### src/rtl/core/ccb_pkg.sv
package ccb_pkg;

  typedef enum logic [2:0] {
    CMD_ADDR        = 3'd0,
    CMD_DATA        = 3'd1,
    CMD_TICK        = 3'd2,
    CMD_INT_STATUS  = 3'd3,
    CMD_TUNE_STATUS = 3'd4,
    CMD_QUAL_STATUS = 3'd5
  } cmd_e;

  typedef enum logic [2:0] {
    KIND_PINS      = 3'd0,
    KIND_REPLY     = 3'd1,
    KIND_BLEND     = 3'd2,
    KIND_TUNE      = 3'd3,
    KIND_INT_POLL  = 3'd4,
    KIND_TUNE_POLL = 3'd5,
    KIND_QUAL_POLL = 3'd6
  } kind_e;

  typedef enum logic [2:0] {
    REG_FORCE_MONO   = 3'd0,
    REG_AUTO_STEREO  = 3'd1,
    REG_IF_OFFSET    = 3'd2,
    REG_SETTLE_DELAY = 3'd3,
    REG_TUNE_PERIOD  = 3'd4,
    REG_SIGNAL_PERIOD = 3'd5,
    REG_PILOT_LEVEL  = 3'd6,
    REG_IF_COUNT     = 3'd7
  } reg_e;

  // Bus addresses and frame bytes
  localparam logic [7:0] ADDR_IF_COUNT = 8'h2A;
  localparam logic [7:0] ADDR_MODE     = 8'h29;
  localparam logic [7:0] ADDR_TUNE     = 8'h28;
  localparam logic [7:0] MODE_BYTE1    = 8'h00;
  localparam logic [7:0] MODE_BYTE2    = 8'h13;
  localparam logic [7:0] MODE_MONO     = 8'hAF;
  localparam logic [7:0] MODE_STEREO   = 8'hA7;
  localparam logic [7:0] TUNE_SET      = 8'h3B;
  localparam logic [7:0] TUNE_IF_STOP  = 8'h3F;

  // Register reset values
  localparam logic [6:0]  RST_FORCE_MONO    = 7'd127;
  localparam logic [6:0]  RST_AUTO_STEREO   = 7'd14;
  localparam logic [15:0] RST_IF_OFFSET     = 16'd10650;
  localparam logic [12:0] RST_IF_OFFSET_C10 = 13'd1065;  // ceil(10650 / 10)
  localparam logic [15:0] RST_SETTLE_DELAY  = 16'd1000;
  localparam logic [15:0] RST_TUNE_PERIOD   = 16'd10;
  localparam logic [15:0] RST_SIGNAL_PERIOD = 16'd300;
  localparam logic [7:0]  RST_PILOT_LEVEL   = 8'd128;
  localparam logic [23:0] RST_IF_COUNT      = 24'd8480344;

  // floor(x / 10) = (x * 0xCCCD) >> 19, exact for x below 81920
  localparam logic [15:0] RECIP_10    = 16'hCCCD;
  localparam int unsigned RECIP_SHIFT = 19;
  localparam logic [16:0] ROUND_UP_10 = 17'd9;

  localparam int unsigned MAX_RES = 3;

  typedef struct packed {
    kind_e       kind;
    logic [15:0] value;
  } res_t;

  // All results caused by one item, with the pin levels after it
  typedef struct packed {
    res_t [MAX_RES-1:0] res;
    logic [1:0]         cnt;
    logic               carrier;
    logic               stereo;
  } grp_t;

  typedef struct packed {
    logic [6:0]  force_mono;
    logic [6:0]  auto_stereo;
    logic [12:0] offset_c10;
    logic [15:0] settle_delay;
    logic [15:0] tune_period;
    logic [15:0] signal_period;
    logic [7:0]  pilot_level;
    logic [23:0] if_count;
  } cfg_t;

endpackage

### src/rtl/core/ccb_item_if.sv
interface ccb_item_if;
  logic       valid;
  logic       ready;
  logic [2:0] cmd;
  logic [7:0] byte_value;

  modport source (output valid, output cmd, output byte_value, input ready);
  modport sink   (input valid, input cmd, input byte_value, output ready);
endinterface

### src/rtl/core/ccb_result_if.sv
interface ccb_result_if;
  logic        valid;
  logic        ready;
  logic [2:0]  kind;
  logic [15:0] value;
  logic        carrier_pin;
  logic        stereo_pin;
  logic        last;

  modport source (output valid, output kind, output value, output carrier_pin,
                  output stereo_pin, output last, input ready);
  modport sink   (input valid, input kind, input value, input carrier_pin,
                  input stereo_pin, input last, output ready);
endinterface

### src/rtl/core/ccb_front.sv
module ccb_front (
  input  logic              clk_i,
  input  logic              rst_ni,
  input  ccb_pkg::cfg_t     cfg_i,
  ccb_item_if.sink          item_i,
  input  logic              full_i,
  output logic              push_o,
  output ccb_pkg::grp_t     grp_o
);

  logic [7:0]  addr_q, addr_d;
  logic [7:0]  frame0_q, frame0_d, frame1_q, frame1_d;
  logic [1:0]  cnt_q, cnt_d;
  logic        mono_q, mono_d;
  logic [15:0] freq_q, freq_d;
  logic        tuned_q, tuned_d;
  logic        detect_q, detect_d;
  logic [15:0] settle_q, settle_d;
  logic [15:0] tphase_q, tphase_d;
  logic [15:0] sphase_q, sphase_d;
  logic        carrier_q, carrier_d;
  logic        stereo_q, stereo_d;

  logic          accept;
  ccb_pkg::cmd_e cmd;
  logic [7:0]    b;
  logic [15:0]   freq_new;
  logic [18:0]   freq_x5;
  logic [18:0]   tune_word;
  logic [16:0]   tphase_inc, sphase_inc;
  logic          tune_due, signal_due;
  logic [15:0]   settle_inc;

  assign accept       = item_i.valid && item_i.ready;
  assign item_i.ready = !full_i;
  assign push_o       = accept;
  assign cmd          = ccb_pkg::cmd_e'(item_i.cmd);
  assign b            = item_i.byte_value;

  // (50f - off) / 10 floored equals 5f - ceil(off / 10); clamp below zero
  assign freq_new  = {frame1_q, frame0_q};
  assign freq_x5   = {1'b0, freq_new, 2'b00} + {3'b000, freq_new};
  assign tune_word = (freq_x5 >= {6'd0, cfg_i.offset_c10})
                     ? freq_x5 - {6'd0, cfg_i.offset_c10} : '0;

  assign tphase_inc = {1'b0, tphase_q} + 17'd1;
  assign sphase_inc = {1'b0, sphase_q} + 17'd1;
  assign tune_due   = tphase_inc >= {1'b0, cfg_i.tune_period};
  assign signal_due = sphase_inc >= {1'b0, cfg_i.signal_period};
  assign settle_inc = (settle_q == 16'hFFFF) ? settle_q : settle_q + 16'd1;

  always_comb begin
    logic [1:0] n;
    n         = '0;
    grp_o     = '0;
    addr_d    = addr_q;
    frame0_d  = frame0_q;
    frame1_d  = frame1_q;
    cnt_d     = cnt_q;
    mono_d    = mono_q;
    freq_d    = freq_q;
    tuned_d   = tuned_q;
    detect_d  = detect_q;
    settle_d  = settle_q;
    tphase_d  = tphase_q;
    sphase_d  = sphase_q;
    carrier_d = carrier_q;
    stereo_d  = stereo_q;

    unique case (cmd)
      ccb_pkg::CMD_ADDR: begin
        addr_d = b;
        cnt_d  = '0;
        if (b == ccb_pkg::ADDR_IF_COUNT) begin
          addr_d   = '0;
          stereo_d = 1'b0;
          grp_o.res[0] = '{ccb_pkg::KIND_REPLY, {8'd0, cfg_i.if_count[7:0]}};
          grp_o.res[1] = '{ccb_pkg::KIND_REPLY, {8'd0, cfg_i.if_count[15:8]}};
          grp_o.res[2] = '{ccb_pkg::KIND_REPLY, {8'd0, cfg_i.if_count[23:16]}};
          n = 2'd3;
        end
      end
      ccb_pkg::CMD_DATA: begin
        if (cnt_q != 2'd3) begin
          cnt_d = cnt_q + 2'd1;
          if (cnt_q == 2'd0) begin
            frame0_d = b;
          end else if (cnt_q == 2'd1) begin
            frame1_d = b;
          end else begin
            // third byte completes the frame
            addr_d = '0;
            if (addr_q == ccb_pkg::ADDR_MODE && frame1_q == ccb_pkg::MODE_BYTE1 &&
                b == ccb_pkg::MODE_BYTE2) begin
              if (frame0_q == ccb_pkg::MODE_MONO && !mono_q) begin
                mono_d   = 1'b1;
                grp_o.res[n] = '{ccb_pkg::KIND_BLEND, {9'd0, cfg_i.force_mono}};
                n = n + 2'd1;
              end else if (frame0_q == ccb_pkg::MODE_STEREO && mono_q) begin
                mono_d   = 1'b0;
                grp_o.res[n] = '{ccb_pkg::KIND_BLEND, {9'd0, cfg_i.auto_stereo}};
                n = n + 2'd1;
              end
            end
            if (addr_q == ccb_pkg::ADDR_TUNE && b == ccb_pkg::TUNE_SET &&
                freq_new != freq_q) begin
              freq_d    = freq_new;
              carrier_d = 1'b0;
              stereo_d  = 1'b0;
              tuned_d   = 1'b0;
              detect_d  = 1'b0;
              settle_d  = '0;
              grp_o.res[n] = '{ccb_pkg::KIND_TUNE, tune_word[15:0]};
              n = n + 2'd1;
            end
            if (addr_q == ccb_pkg::ADDR_TUNE && b == ccb_pkg::TUNE_IF_STOP) begin
              stereo_d = 1'b1;
            end
          end
        end
      end
      ccb_pkg::CMD_TICK: begin
        tphase_d = tune_due ? '0 : tphase_inc[15:0];
        sphase_d = signal_due ? '0 : sphase_inc[15:0];
        settle_d = settle_inc;
        if (!tuned_q && tune_due) begin
          grp_o.res[n] = '{ccb_pkg::KIND_INT_POLL, 16'd0};
          n = n + 2'd1;
        end
        if (tuned_q && !detect_q && settle_inc > cfg_i.settle_delay) begin
          detect_d = 1'b1;
        end
        if (detect_d && signal_due) begin
          grp_o.res[n] = '{ccb_pkg::KIND_QUAL_POLL, 16'd0};
          n = n + 2'd1;
        end
      end
      ccb_pkg::CMD_INT_STATUS: begin
        if (!tuned_q && b[0]) begin
          tuned_d = 1'b1;
          grp_o.res[n] = '{ccb_pkg::KIND_TUNE_POLL, 16'd0};
          n = n + 2'd1;
        end
      end
      ccb_pkg::CMD_TUNE_STATUS: begin
        if (tuned_q && b[1:0] == 2'b01) begin
          carrier_d = 1'b1;
        end
      end
      ccb_pkg::CMD_QUAL_STATUS: begin
        if (detect_q) begin
          stereo_d = b > cfg_i.pilot_level;
        end
      end
      default: begin
      end
    endcase

    // an item with no request still reports the pins
    if (n == 2'd0) begin
      grp_o.res[0] = '{ccb_pkg::KIND_PINS, 16'd0};
      n = 2'd1;
    end
    grp_o.cnt     = n;
    grp_o.carrier = carrier_d;
    grp_o.stereo  = stereo_d;
  end

  always_ff @(posedge clk_i or negedge rst_ni) begin
    if (!rst_ni) begin
      addr_q    <= '0;
      frame0_q  <= '0;
      frame1_q  <= '0;
      cnt_q     <= '0;
      mono_q    <= 1'b0;
      freq_q    <= '0;
      tuned_q   <= 1'b1;
      detect_q  <= 1'b0;
      settle_q  <= '0;
      tphase_q  <= '0;
      sphase_q  <= '0;
      carrier_q <= 1'b0;
      stereo_q  <= 1'b0;
    end else if (accept) begin
      addr_q    <= addr_d;
      frame0_q  <= frame0_d;
      frame1_q  <= frame1_d;
      cnt_q     <= cnt_d;
      mono_q    <= mono_d;
      freq_q    <= freq_d;
      tuned_q   <= tuned_d;
      detect_q  <= detect_d;
      settle_q  <= settle_d;
      tphase_q  <= tphase_d;
      sphase_q  <= sphase_d;
      carrier_q <= carrier_d;
      stereo_q  <= stereo_d;
    end
  end

endmodule

### src/rtl/core/ccb_fifo.sv
module ccb_fifo #(
  parameter int unsigned DEPTH = 4
) (
  input  logic          clk_i,
  input  logic          rst_ni,
  input  logic          push_i,
  input  ccb_pkg::grp_t wdata_i,
  output logic          full_o,
  input  logic          pop_i,
  output ccb_pkg::grp_t rdata_o,
  output logic          empty_o
);

  localparam int unsigned PW = $clog2(DEPTH);
  localparam int unsigned CW = $clog2(DEPTH + 1);
  localparam logic [PW-1:0] LAST_PTR = PW'(DEPTH - 1);
  localparam logic [CW-1:0] FULL_CNT = CW'(DEPTH);

  ccb_pkg::grp_t mem_q [DEPTH];
  logic [PW-1:0] wptr_q, rptr_q;
  logic [CW-1:0] cnt_q;

  assign full_o  = cnt_q == FULL_CNT;
  assign empty_o = cnt_q == '0;
  assign rdata_o = mem_q[rptr_q];

  always_ff @(posedge clk_i) begin
    if (push_i) begin
      mem_q[wptr_q] <= wdata_i;
    end
  end

  always_ff @(posedge clk_i or negedge rst_ni) begin
    if (!rst_ni) begin
      wptr_q <= '0;
      rptr_q <= '0;
      cnt_q  <= '0;
    end else begin
      if (push_i) begin
        wptr_q <= (wptr_q == LAST_PTR) ? '0 : wptr_q + PW'(1);
      end
      if (pop_i) begin
        rptr_q <= (rptr_q == LAST_PTR) ? '0 : rptr_q + PW'(1);
      end
      if (push_i && !pop_i) begin
        cnt_q <= cnt_q + CW'(1);
      end else if (pop_i && !push_i) begin
        cnt_q <= cnt_q - CW'(1);
      end
    end
  end

  a_no_overflow: assert property (@(posedge clk_i) disable iff (!rst_ni)
    full_o |-> !push_i)
    else $error("group pushed into full queue");

  a_no_underflow: assert property (@(posedge clk_i) disable iff (!rst_ni)
    empty_o |-> !pop_i)
    else $error("group popped from empty queue");

  a_ptr_gap: assert property (@(posedge clk_i) disable iff (!rst_ni)
    (cnt_q == '0 || cnt_q == FULL_CNT) |-> (wptr_q == rptr_q))
    else $error("queue pointers disagree with fill count");

endmodule

### src/rtl/core/ccb_back.sv
module ccb_back (
  input  logic          clk_i,
  input  logic          rst_ni,
  input  logic          empty_i,
  input  ccb_pkg::grp_t grp_i,
  output logic          pop_o,
  ccb_result_if.source  result_o
);

  ccb_pkg::grp_t grp_q;
  logic [1:0]    idx_q;
  logic          vld_q;
  logic          last;
  logic          take;

  assign last = (idx_q + 2'd1) == grp_q.cnt;
  assign take = vld_q && result_o.ready;
  // load the next group when nothing is held or the held one just finished
  assign pop_o = !empty_i && (!vld_q || (take && last));

  assign result_o.valid       = vld_q;
  assign result_o.kind        = grp_q.res[idx_q].kind;
  assign result_o.value       = grp_q.res[idx_q].value;
  assign result_o.carrier_pin = grp_q.carrier;
  assign result_o.stereo_pin  = grp_q.stereo;
  assign result_o.last        = last;

  always_ff @(posedge clk_i) begin
    if (pop_o) begin
      grp_q <= grp_i;
    end
  end

  always_ff @(posedge clk_i or negedge rst_ni) begin
    if (!rst_ni) begin
      vld_q <= 1'b0;
      idx_q <= '0;
    end else if (pop_o) begin
      vld_q <= 1'b1;
      idx_q <= '0;
    end else if (take) begin
      if (last) begin
        vld_q <= 1'b0;
        idx_q <= '0;
      end else begin
        idx_q <= idx_q + 2'd1;
      end
    end
  end

  a_idx_in_group: assert property (@(posedge clk_i) disable iff (!rst_ni)
    vld_q |-> (idx_q < grp_q.cnt))
    else $error("result index beyond its group");

endmodule

### src/rtl/core/ccb_to_fm_tuner_bridge.sv
// Bridge from a host's serial command bus to an FM tuner. Each item on item_i is a
// bus address byte, a bus data byte, a tick, or one of three tuner status bytes.
// The front end takes one item per cycle while the queue has room, updates the
// frame, mode, frequency, settle and poll state at once, and turns the item into a
// group of one to three results (bus reply bytes, blend, tune and poll requests,
// or a bare pin update). Groups wait in a queue of QUEUE_DEPTH entries; the back
// end plays each group out on result_o one result per cycle while result_o.ready
// is high, carrying the carrier and stereo pin levels that held after its item and
// flagging the final result with last. Sustained rate is one item per cycle while
// each item yields one result and result_o is ready; only a full queue stalls
// item_i. A result passes the queue entry and the back end's grp_q. Registers
// sit on the APB port at byte address 4*i and take effect for the next item.
module ccb_to_fm_tuner_bridge #(
  parameter int unsigned QUEUE_DEPTH = 4
) (
  input  logic         clk_i,
  input  logic         rst_ni,
  ccb_item_if.sink     item_i,
  ccb_result_if.source result_o,
  input  logic         psel,
  input  logic         penable,
  input  logic         pwrite,
  input  logic [4:0]   paddr,
  input  logic [31:0]  pwdata,
  output logic [31:0]  prdata,
  output logic         pready
);

  ccb_pkg::cfg_t cfg_q;
  logic [15:0]   if_offset_q;
  logic          cfg_we;
  ccb_pkg::reg_e reg_idx;
  logic [16:0]   offset_rnd;
  logic [32:0]   offset_prod;

  logic          push, pop, full, empty;
  ccb_pkg::grp_t push_grp, pop_grp;

  assign pready  = 1'b1;
  assign cfg_we  = psel && penable && pwrite && pready;
  assign reg_idx = ccb_pkg::reg_e'(paddr[4:2]);

  // Keep ceil(if_offset / 10) ready so the tune word needs only a subtract
  assign offset_rnd  = {1'b0, pwdata[15:0]} + ccb_pkg::ROUND_UP_10;
  assign offset_prod = offset_rnd * ccb_pkg::RECIP_10;

  always_ff @(posedge clk_i or negedge rst_ni) begin
    if (!rst_ni) begin
      cfg_q.force_mono    <= ccb_pkg::RST_FORCE_MONO;
      cfg_q.auto_stereo   <= ccb_pkg::RST_AUTO_STEREO;
      cfg_q.offset_c10    <= ccb_pkg::RST_IF_OFFSET_C10;
      cfg_q.settle_delay  <= ccb_pkg::RST_SETTLE_DELAY;
      cfg_q.tune_period   <= ccb_pkg::RST_TUNE_PERIOD;
      cfg_q.signal_period <= ccb_pkg::RST_SIGNAL_PERIOD;
      cfg_q.pilot_level   <= ccb_pkg::RST_PILOT_LEVEL;
      cfg_q.if_count      <= ccb_pkg::RST_IF_COUNT;
      if_offset_q         <= ccb_pkg::RST_IF_OFFSET;
    end else if (cfg_we) begin
      unique case (reg_idx)
        ccb_pkg::REG_FORCE_MONO:    cfg_q.force_mono    <= pwdata[6:0];
        ccb_pkg::REG_AUTO_STEREO:   cfg_q.auto_stereo   <= pwdata[6:0];
        ccb_pkg::REG_IF_OFFSET: begin
          if_offset_q      <= pwdata[15:0];
          cfg_q.offset_c10 <= offset_prod[ccb_pkg::RECIP_SHIFT +: 13];
        end
        ccb_pkg::REG_SETTLE_DELAY:  cfg_q.settle_delay  <= pwdata[15:0];
        ccb_pkg::REG_TUNE_PERIOD:   cfg_q.tune_period   <= pwdata[15:0];
        ccb_pkg::REG_SIGNAL_PERIOD: cfg_q.signal_period <= pwdata[15:0];
        ccb_pkg::REG_PILOT_LEVEL:   cfg_q.pilot_level   <= pwdata[7:0];
        ccb_pkg::REG_IF_COUNT:      cfg_q.if_count      <= pwdata[23:0];
        default: begin
        end
      endcase
    end
  end

  always_comb begin
    unique case (reg_idx)
      ccb_pkg::REG_FORCE_MONO:    prdata = {25'd0, cfg_q.force_mono};
      ccb_pkg::REG_AUTO_STEREO:   prdata = {25'd0, cfg_q.auto_stereo};
      ccb_pkg::REG_IF_OFFSET:     prdata = {16'd0, if_offset_q};
      ccb_pkg::REG_SETTLE_DELAY:  prdata = {16'd0, cfg_q.settle_delay};
      ccb_pkg::REG_TUNE_PERIOD:   prdata = {16'd0, cfg_q.tune_period};
      ccb_pkg::REG_SIGNAL_PERIOD: prdata = {16'd0, cfg_q.signal_period};
      ccb_pkg::REG_PILOT_LEVEL:   prdata = {24'd0, cfg_q.pilot_level};
      ccb_pkg::REG_IF_COUNT:      prdata = {8'd0, cfg_q.if_count};
      default:                    prdata = '0;
    endcase
  end

  // Front: decode the item and update state; stall only on a full queue
  ccb_front u_front (
    .clk_i  (clk_i),
    .rst_ni (rst_ni),
    .cfg_i  (cfg_q),
    .item_i (item_i),
    .full_i (full),
    .push_o (push),
    .grp_o  (push_grp)
  );

  // Queue of result groups between front and back
  ccb_fifo #(
    .DEPTH (QUEUE_DEPTH)
  ) u_fifo (
    .clk_i   (clk_i),
    .rst_ni  (rst_ni),
    .push_i  (push),
    .wdata_i (push_grp),
    .full_o  (full),
    .pop_i   (pop),
    .rdata_o (pop_grp),
    .empty_o (empty)
  );

  // Back: serialize each group onto the result channel
  ccb_back u_back (
    .clk_i    (clk_i),
    .rst_ni   (rst_ni),
    .empty_i  (empty),
    .grp_i    (pop_grp),
    .pop_o    (pop),
    .result_o (result_o)
  );

endmodule
### src/flat_wrapper.sv
// flat-port wrapper written by rule: the top's interface ports become plain ports
module ccb_to_fm_tuner_bridge_flat 
#(
  parameter int unsigned QUEUE_DEPTH = 4
)
  (clk_i, rst_ni, psel, penable, pwrite, paddr, pwdata, prdata, pready, item_i_valid, item_i_cmd, item_i_byte_value, item_i_ready, result_o_valid, result_o_kind, result_o_value, result_o_carrier_pin, result_o_stereo_pin, result_o_last, result_o_ready);
  ccb_item_if item_i_i ();
  ccb_result_if result_o_i ();
  input  logic clk_i;
  input  logic rst_ni;
  input  logic psel;
  input  logic penable;
  input  logic pwrite;
  input  logic [4:0] paddr;
  input  logic [31:0] pwdata;
  output logic [31:0] prdata;
  output logic pready;
  input wire logic [$bits(item_i_i.valid)-1:0] item_i_valid;
  input wire logic [$bits(item_i_i.cmd)-1:0] item_i_cmd;
  input wire logic [$bits(item_i_i.byte_value)-1:0] item_i_byte_value;
  output wire logic [$bits(item_i_i.ready)-1:0] item_i_ready;
  output wire logic [$bits(result_o_i.valid)-1:0] result_o_valid;
  output wire logic [$bits(result_o_i.kind)-1:0] result_o_kind;
  output wire logic [$bits(result_o_i.value)-1:0] result_o_value;
  output wire logic [$bits(result_o_i.carrier_pin)-1:0] result_o_carrier_pin;
  output wire logic [$bits(result_o_i.stereo_pin)-1:0] result_o_stereo_pin;
  output wire logic [$bits(result_o_i.last)-1:0] result_o_last;
  input wire logic [$bits(result_o_i.ready)-1:0] result_o_ready;
  assign item_i_i.valid = item_i_valid;
  assign item_i_i.cmd = item_i_cmd;
  assign item_i_i.byte_value = item_i_byte_value;
  assign item_i_ready = item_i_i.ready;
  assign result_o_valid = result_o_i.valid;
  assign result_o_kind = result_o_i.kind;
  assign result_o_value = result_o_i.value;
  assign result_o_carrier_pin = result_o_i.carrier_pin;
  assign result_o_stereo_pin = result_o_i.stereo_pin;
  assign result_o_last = result_o_i.last;
  assign result_o_i.ready = result_o_ready;
  ccb_to_fm_tuner_bridge #(.QUEUE_DEPTH(QUEUE_DEPTH)) u_core (.clk_i(clk_i), .rst_ni(rst_ni), .item_i(item_i_i), .result_o(result_o_i), .psel(psel), .penable(penable), .pwrite(pwrite), .paddr(paddr), .pwdata(pwdata), .prdata(prdata), .pready(pready));
endmodule
### config.mk
export PLATFORM = sky130hd
export DESIGN_NAME = ccb_to_fm_tuner_bridge_flat
export DESIGN_NICKNAME = d
export VERILOG_FILES = /design/src/rtl/core/ccb_pkg.sv /design/src/rtl/core/ccb_item_if.sv /design/src/rtl/core/ccb_result_if.sv /design/src/rtl/core/ccb_front.sv /design/src/rtl/core/ccb_fifo.sv /design/src/rtl/core/ccb_back.sv /design/src/rtl/core/ccb_to_fm_tuner_bridge.sv /design/src/flat_wrapper.sv
export SDC_FILE = /design/constraint.sdc
export NUM_CORES = 1
export LEC_CHECK = 0
export BUFFER_PORTS_ARGS = -buffer_cell sky130_fd_sc_hd__buf_4
export CAP_MARGIN = 20
export CELL_PAD_IN_SITES_DETAIL_PLACEMENT = 2
export CELL_PAD_IN_SITES_GLOBAL_PLACEMENT = 2
export CORE_MARGIN = 2
export CORE_UTILIZATION = 48
export CTS_BUF_LIST = sky130_fd_sc_hd__clkbuf_4
export DETAILED_ROUTE_END_ITERATION = 8
export PLACE_DENSITY_LB_ADDON = 0.1
export SKIP_LAST_GASP = 1
export SLEW_MARGIN = 20
export SYNTH_ARGS = -nofsm -noshare
export SYNTH_HDL_FRONTEND = slang
export SYNTH_SLANG_ARGS = --single-unit
### constraint.sdc
create_clock -name clk_i -period 12.4 [get_ports clk_i]
set_input_delay 3.72 -clock clk_i [delete_from_list [all_inputs] [get_ports clk_i]]
set_output_delay 3.72 -clock clk_i [all_outputs]
set_load 0.03 [all_outputs]
* Word level (Yosys, flattened, before mapping) *
Memories as Yosys holds them, arrays and structs flattened. A register that Yosys moved wholly into a read port is not among the register bits.
Cells that the tools add are included.

word-level totals
  bits in registers = 228
  bits in latches = 0
  memory bits (writable) = 244
  memory bits (read-only) = 0
  output and inout port bits = 57
  word-level logic and storage cells = 253
  memories kept = 1

cells by class
  add/sub/neg operators = 14
  multipliers = 1
  divide/modulo/power cells = 0
  $lt $le $gt $ge = 10
  equality and inequality tests = 34
  shift operators = 0
  muxes and demuxes = 98
  bitwise gates (word level) = 5
  reductions and logical operators = 63

memory list
  name                 depth  bits a word  rd ports  clocked after Yosys merged registers in  wr ports  RTL line        text
  u_core.u_fifo.mem_q  4      61           1         1                                        1         ccb_fifo.sv:19  ccb_pkg::grp_t mem_q [DEPTH];

operators with widths
  operator                  number
  $mux W57                  5
  $pmux W32 S8              1
  $mux W19                  11
  $mux W16                  8
  $pmux W38 S3              1
  $demux W19 S2             2
  $pmux W19 S4              1
  $bwmux W57                1
  $mux W55                  1
  $mux W18                  3
  $and A17 B51 Y51          1
  $not A51 Y51              1
  $eq A8 B6 Y1 const B      5
  $bmux W19 S2              1
  $mux W2                   18
  $add A16 B1 Y17 const B   2
  $ge A17 B16 Y1            2
  $mul A17 B16 Y32 const B  1
  $mux W8                   4
  $pmux W16 S2              1
  $mux W1                   31
  $logic_and A1 B1 Y1       23
  $eq A3 B3 Y1 const B      7
  $reduce_and A2 Y1         10
  other kinds (41)          84

* Logic depth before layout (Yosys ltp) *
  depth in word-level cells = 20
  depth in mapped cells = 28
  gate-level depth less buffers = 27

* By module *
A second synthesis with hierarchy kept.

second synthesis, totals
  cell total of the unflattened synthesis = 2548
  area, all modules = 31052.3 µm²

modules (own cells, without submodules)
  module                  times used  cells an instance  area an instance (µm²)  sequential area each (µm²)
  ccb_to_fm_tuner_bridge  1           1035               10777.8                 3131.8
  ccb_fifo                1           356                9288.9                  7502.2
  ccb_front               1           1003               8518.2                  2378.5
  ccb_back                1           154                2467.4                  1906.8

* Worst setup path after synthesis *
OpenSTA, ideal clock, no wires.

  kind = input -> register
  start = in pwdata[2]
  end = reg u_core.cfg_q[86] (netlist bit)
  library setup time = 134 ps
  arrival = 10087 ps
  setup slack = 2179 ps
  cell stages on the path = 27
  buffers on the path = 1
  path through = clkbuf_1 > a21oi_1 > nor2_1 > nand4_1 > nor2_1 > nand3_1 > xnor2_1 > ha_1 > ha_1 > inv_1 > fa_1 > inv_1 > fa_1 > fa_1 > inv_1 > fa_1 > inv_1 > ha_1 > and4_1 > and3_1 > a22oi_1 > a21boi_0 > o311a_1 > or2_2 > a21oi_1 > xor2_1 > o21ai_0

between the ends
  longest elaborated chain between the ends = 2

ends and longest elaborated chain
  element           RTL line                      text
  from (decl)       flat_wrapper.sv:15            input logic [31:0] pwdata;
  $add A16 B4 Y17   ccb_to_fm_tuner_bridge.sv:44  assign offset_rnd = {1'b0, pwdata[15:0]} + ccb_pkg::ROUND_UP_10;
  $mul A17 B16 Y32  ccb_to_fm_tuner_bridge.sv:45  assign offset_prod = offset_rnd * ccb_pkg::RECIP_10;
  to (decl)         ccb_to_fm_tuner_bridge.sv:29  ccb_pkg::cfg_t cfg_q;

No other way between the ends.
A chain may end at the register's enable or synchronous reset.

* Worst setup path after layout *
  start = in pwdata[0]
  end = reg u_core.cfg_q[86] (netlist bit)

Same word-level chain as after synthesis.

==> results.yml <==
finish:
  drive_gt1_share_pct: 20.3
  nNetsFinal: 3034
  register_area_sq_um: 13400
  syn2layout_area_growth_pct: 12.3
  fillers: 5716
  final_common_cell: "inv_1"
  mostFrequentLayoutCells: "inv_1 (272), edfxtp_1 (255), ha_1 (227)"
  multi_input_area_sq_um: 13900
clock_tree:
  cts_resized: 0
  clk_pin_slew_ns: 0.06
  hold_buffers: 0
  post_cts_buffers: 0
  clkSinkCount: 483
  htree_levels: 4
  clock_latency_ns: 0.99
  cts_tree: "built"
  cts_root_buffer: "clkbuf_4"
  numCtsBuffers: 136
  cts_max_path_buffers: 3
global_routing:
  antenna_found_initial: 4
  grt_usage_pct: 36.4
  grt_start_max_net_pins: 70
  first_global_vias: 24900
  grt_pass1_wl_um: 165000
  grt_overflow: 0
synth:
  yosys_warnings: 0
  synth_ff_type: "edfxtp_1"
  postSynthCellCount: 2467
  async_reset_ff_share_pct: 47.2
  ys_ff_latch: 483
  yosys.area.top_type: "edfxtp_1"
  synthesis.area_sq_um: 28600
  ys_types: 77
  synth.area.top_cells: "edfxtp_1 (27%), dfrtp_1 (16%), ha_1 (9.9%)"
  ys_seq_area_share_pct: 47.0
  yosysTopAreaCellShare_pct: 26.8
  synth_edf_count: 255
  syn_avg_cell_area_sq_um: 11.6
worst_hold_path:
  hold_path_end: "u_core.if_offset_q[1]"
  hp-start: "u_core.if_offset_q[1]"
  hp-class: "reg -> reg"
  hold_depth: 2
critical_path:
  reg2reg_to: "u_core.u_fifo.mem_q[2][5]"
  cp_slowest_cell: "xnor2_1"
  cp.arrival_ns: 11.58
  crit_chain: "buf_4 -> ha_1 -> a21oi_1 -> nor2_1 -> nand3_1 -> xnor2_1 -> ha_1 -> fa_1 -> fa_1 -> fa_1 -> fa_1 -> inv_1 -> fa_1 -> inv_1 -> ha_1 -> and4_1 -> and3_1 -> a22oi_1 -> a21boi_0 -> o311a_1 -> or2_2 -> a21oi_1 -> xor2_1 -> o21ai_0"
  slowest_delay_ns: 0.63
  start_kind: "input pin"
  critPathKind: "in -> reg"
  path_depth: 24
  end_kind: "flip-flop"
  required_ns: 13.19
  critPathMaxFanout: 13
  r2r_slack_ns: 4.38
  cp_top_family: "adder cells"
  r2r-start: "u_core.u_front.settle_q[6]"
  cp_num_buf_inv: 3
  r2r_cells: 21
  crit_top_cell: "fa_1"
floorplanning:
  io_pins: 112
  die_area_sq_um: 61500
  design.core.area_sq_um: 58900
  start_util_pct: 48.5
  row_count: 89
  die_w_um: 248
  dieHeight_um: 248
timing:
  fin_setup_tns_ns: 0
  slew_viol_final: 0
  rsz0062_at_grt: "false"
  setup_viol: 0
  timing.slew.headroom_pct: 25.9
  fin_crit_ns: 10.79
  worst_pin_slew_ns: 1.11
  fin_skew_ns: 0.0963
  fmax_ghz: 0.0927
  hold_viol: 0
  finalCritPeriodShare_pct: 87.0
job:
  drv_cap: 0
run_status:
  outcome: "complete, no violations"
pwr:
  ir_drop_mv: 0.418
  fin_total_pwr_uw: 8860
  powerDensity_nw_per_um2: 276
  p_leak_uw: 0.0143
detailed_routing:
  drt_iter0_markers: 1668
  post_drt_wl_per_cell_um: 32.0
  viasPerCell: 6.25
  via_count: 22200
  ant_nets: 0
  drt_pre_antenna_iters: 5
  drc: 0
  wl_um: 114000
placement:
  hpwl_um: 67800
  gp_congestion: 0.865
  port_buffers: 92
==> cells in the mapped netlist, drive strengths merged (34+ instances only) <==
master / n
inv: 273
nand3: 51
mux4: 57
nor3: 34
ha: 227
mux2: 75
dfstp: 44
and2: 34
clkbuf: 71
o21ai: 173
xnor2: 83
fa: 87
dfrtp: 184
a21oi: 62
xor2: 40
mux2i: 35
a22o: 46
nor2: 101
nand2: 222
edfxtp: 255
==> worst max path at each step <==
stage,from,end,slack (ns)
global route,pwdata[0],u_core.cfg_q[86],1.34
detailed placement,pwdata[0],u_core.cfg_q[86],0.84
global placement,pwdata[0],u_core.cfg_q[86],1.03
finish,pwdata[0],u_core.cfg_q[86],1.61
CTS,pwdata[0],u_core.cfg_q[86],1.73
floorplan,pwdata[2],u_core.cfg_q[86],2.18
==> report_power, final <==
part / internal, uW / switching [uW] / leakage, uW
registers: 2130 / 354 / 0.00517
logic: 1710 / 2940 / 0.00801
clock network: 855 / 872 / 0.00110
==> worst min-delay path, delay by kind of cell (launching register included) <==
| family | cells | cell delay, ns |
|---|---|---|
| DFF | 1 | 0.36 |
| and+or+nand+nor | 2 | 0.10 |
==> per-layer routing <==
layer	vias up	track usage, %	part of all wire (%)
li1	9124	-	-
met1	11500	42.9	37
met2	1135	63.6	51
met3	387	6.50	6.4
met4	2	18.8	5.5
met5	-	0	0.011
==> logic make-up (layout without fill, tap and decap cells) <==
| kind of cell | after synthesis | after routing | share of synthesized area [%] |
|---|---|---|---|
| and+or+nand+nor | 601 | 601 | 10.3 |
| DFF | 483 | 483 | 47.0 |
| AOI/OAI and AO/OA | 408 | 408 | 9.02 |
| buffers and inverters | 369 | 635 | 5.07 |
| adders and majority gates | 314 | 314 | 16.0 |
| muxes | 167 | 167 | 8.76 |
| xor gates and xnor gates | 123 | 123 | 3.77 |
| other | 2 | 46 | 0.0263 |
==> metrics by stage <==
stage / hold slack, ns / instance area, sq um / util [%] / worst slack [ns] / instances
6_report: 0.468 / 32100 / 54.5 / 1.61 / 3550
5_1_grt: 0.486 / 32100 / 54.5 / 1.34 / 3550
4_1_cts: 0.469 / 32000 / 54.4 / 1.73 / 3544
3_5_place_dp: 0.453 / 30200 / 51.3 / 0.837 / 3299
3_3_place_gp: 0.448 / 30200 / 51.3 / 1.03 / 3299
2_1_floorplan: 0.437 / 28700 / - / 2.18 / 2506
==> registers in the layout (all words and copies together), names as in the netlist, 2 cells and up <==
register	flops
u_core.u_fifo.wptr_q	2
u_core.u_front.frame1_q	8
u_core.u_front.tphase_q	16
u_core.u_fifo.cnt_q	3
u_core.cfg_q	107
u_core.u_front.addr_q	8
u_core.u_back.idx_q	2
u_core.if_offset_q	16
u_core.u_fifo.mem_q	204
u_core.u_fifo.rptr_q	2
u_core.u_front.sphase_q	16
u_core.u_front.settle_q	16
u_core.u_front.freq_q	16
u_core.u_back.grp_q	49
u_core.u_front.cnt_q	2
u_core.u_front.frame0_q	8
==> area by class of cell <==
type	instances	share of cell area (%)
multi-input combinational	1654	43.4
tap	773	3.01
antenna	5	0.0390
inverter	273	3.19
sequential	483	41.8
timing repair buffer	117	2.77
clock buffer	215	5.03
clock inverter	30	0.741
(Power assumes the default switching activity.)
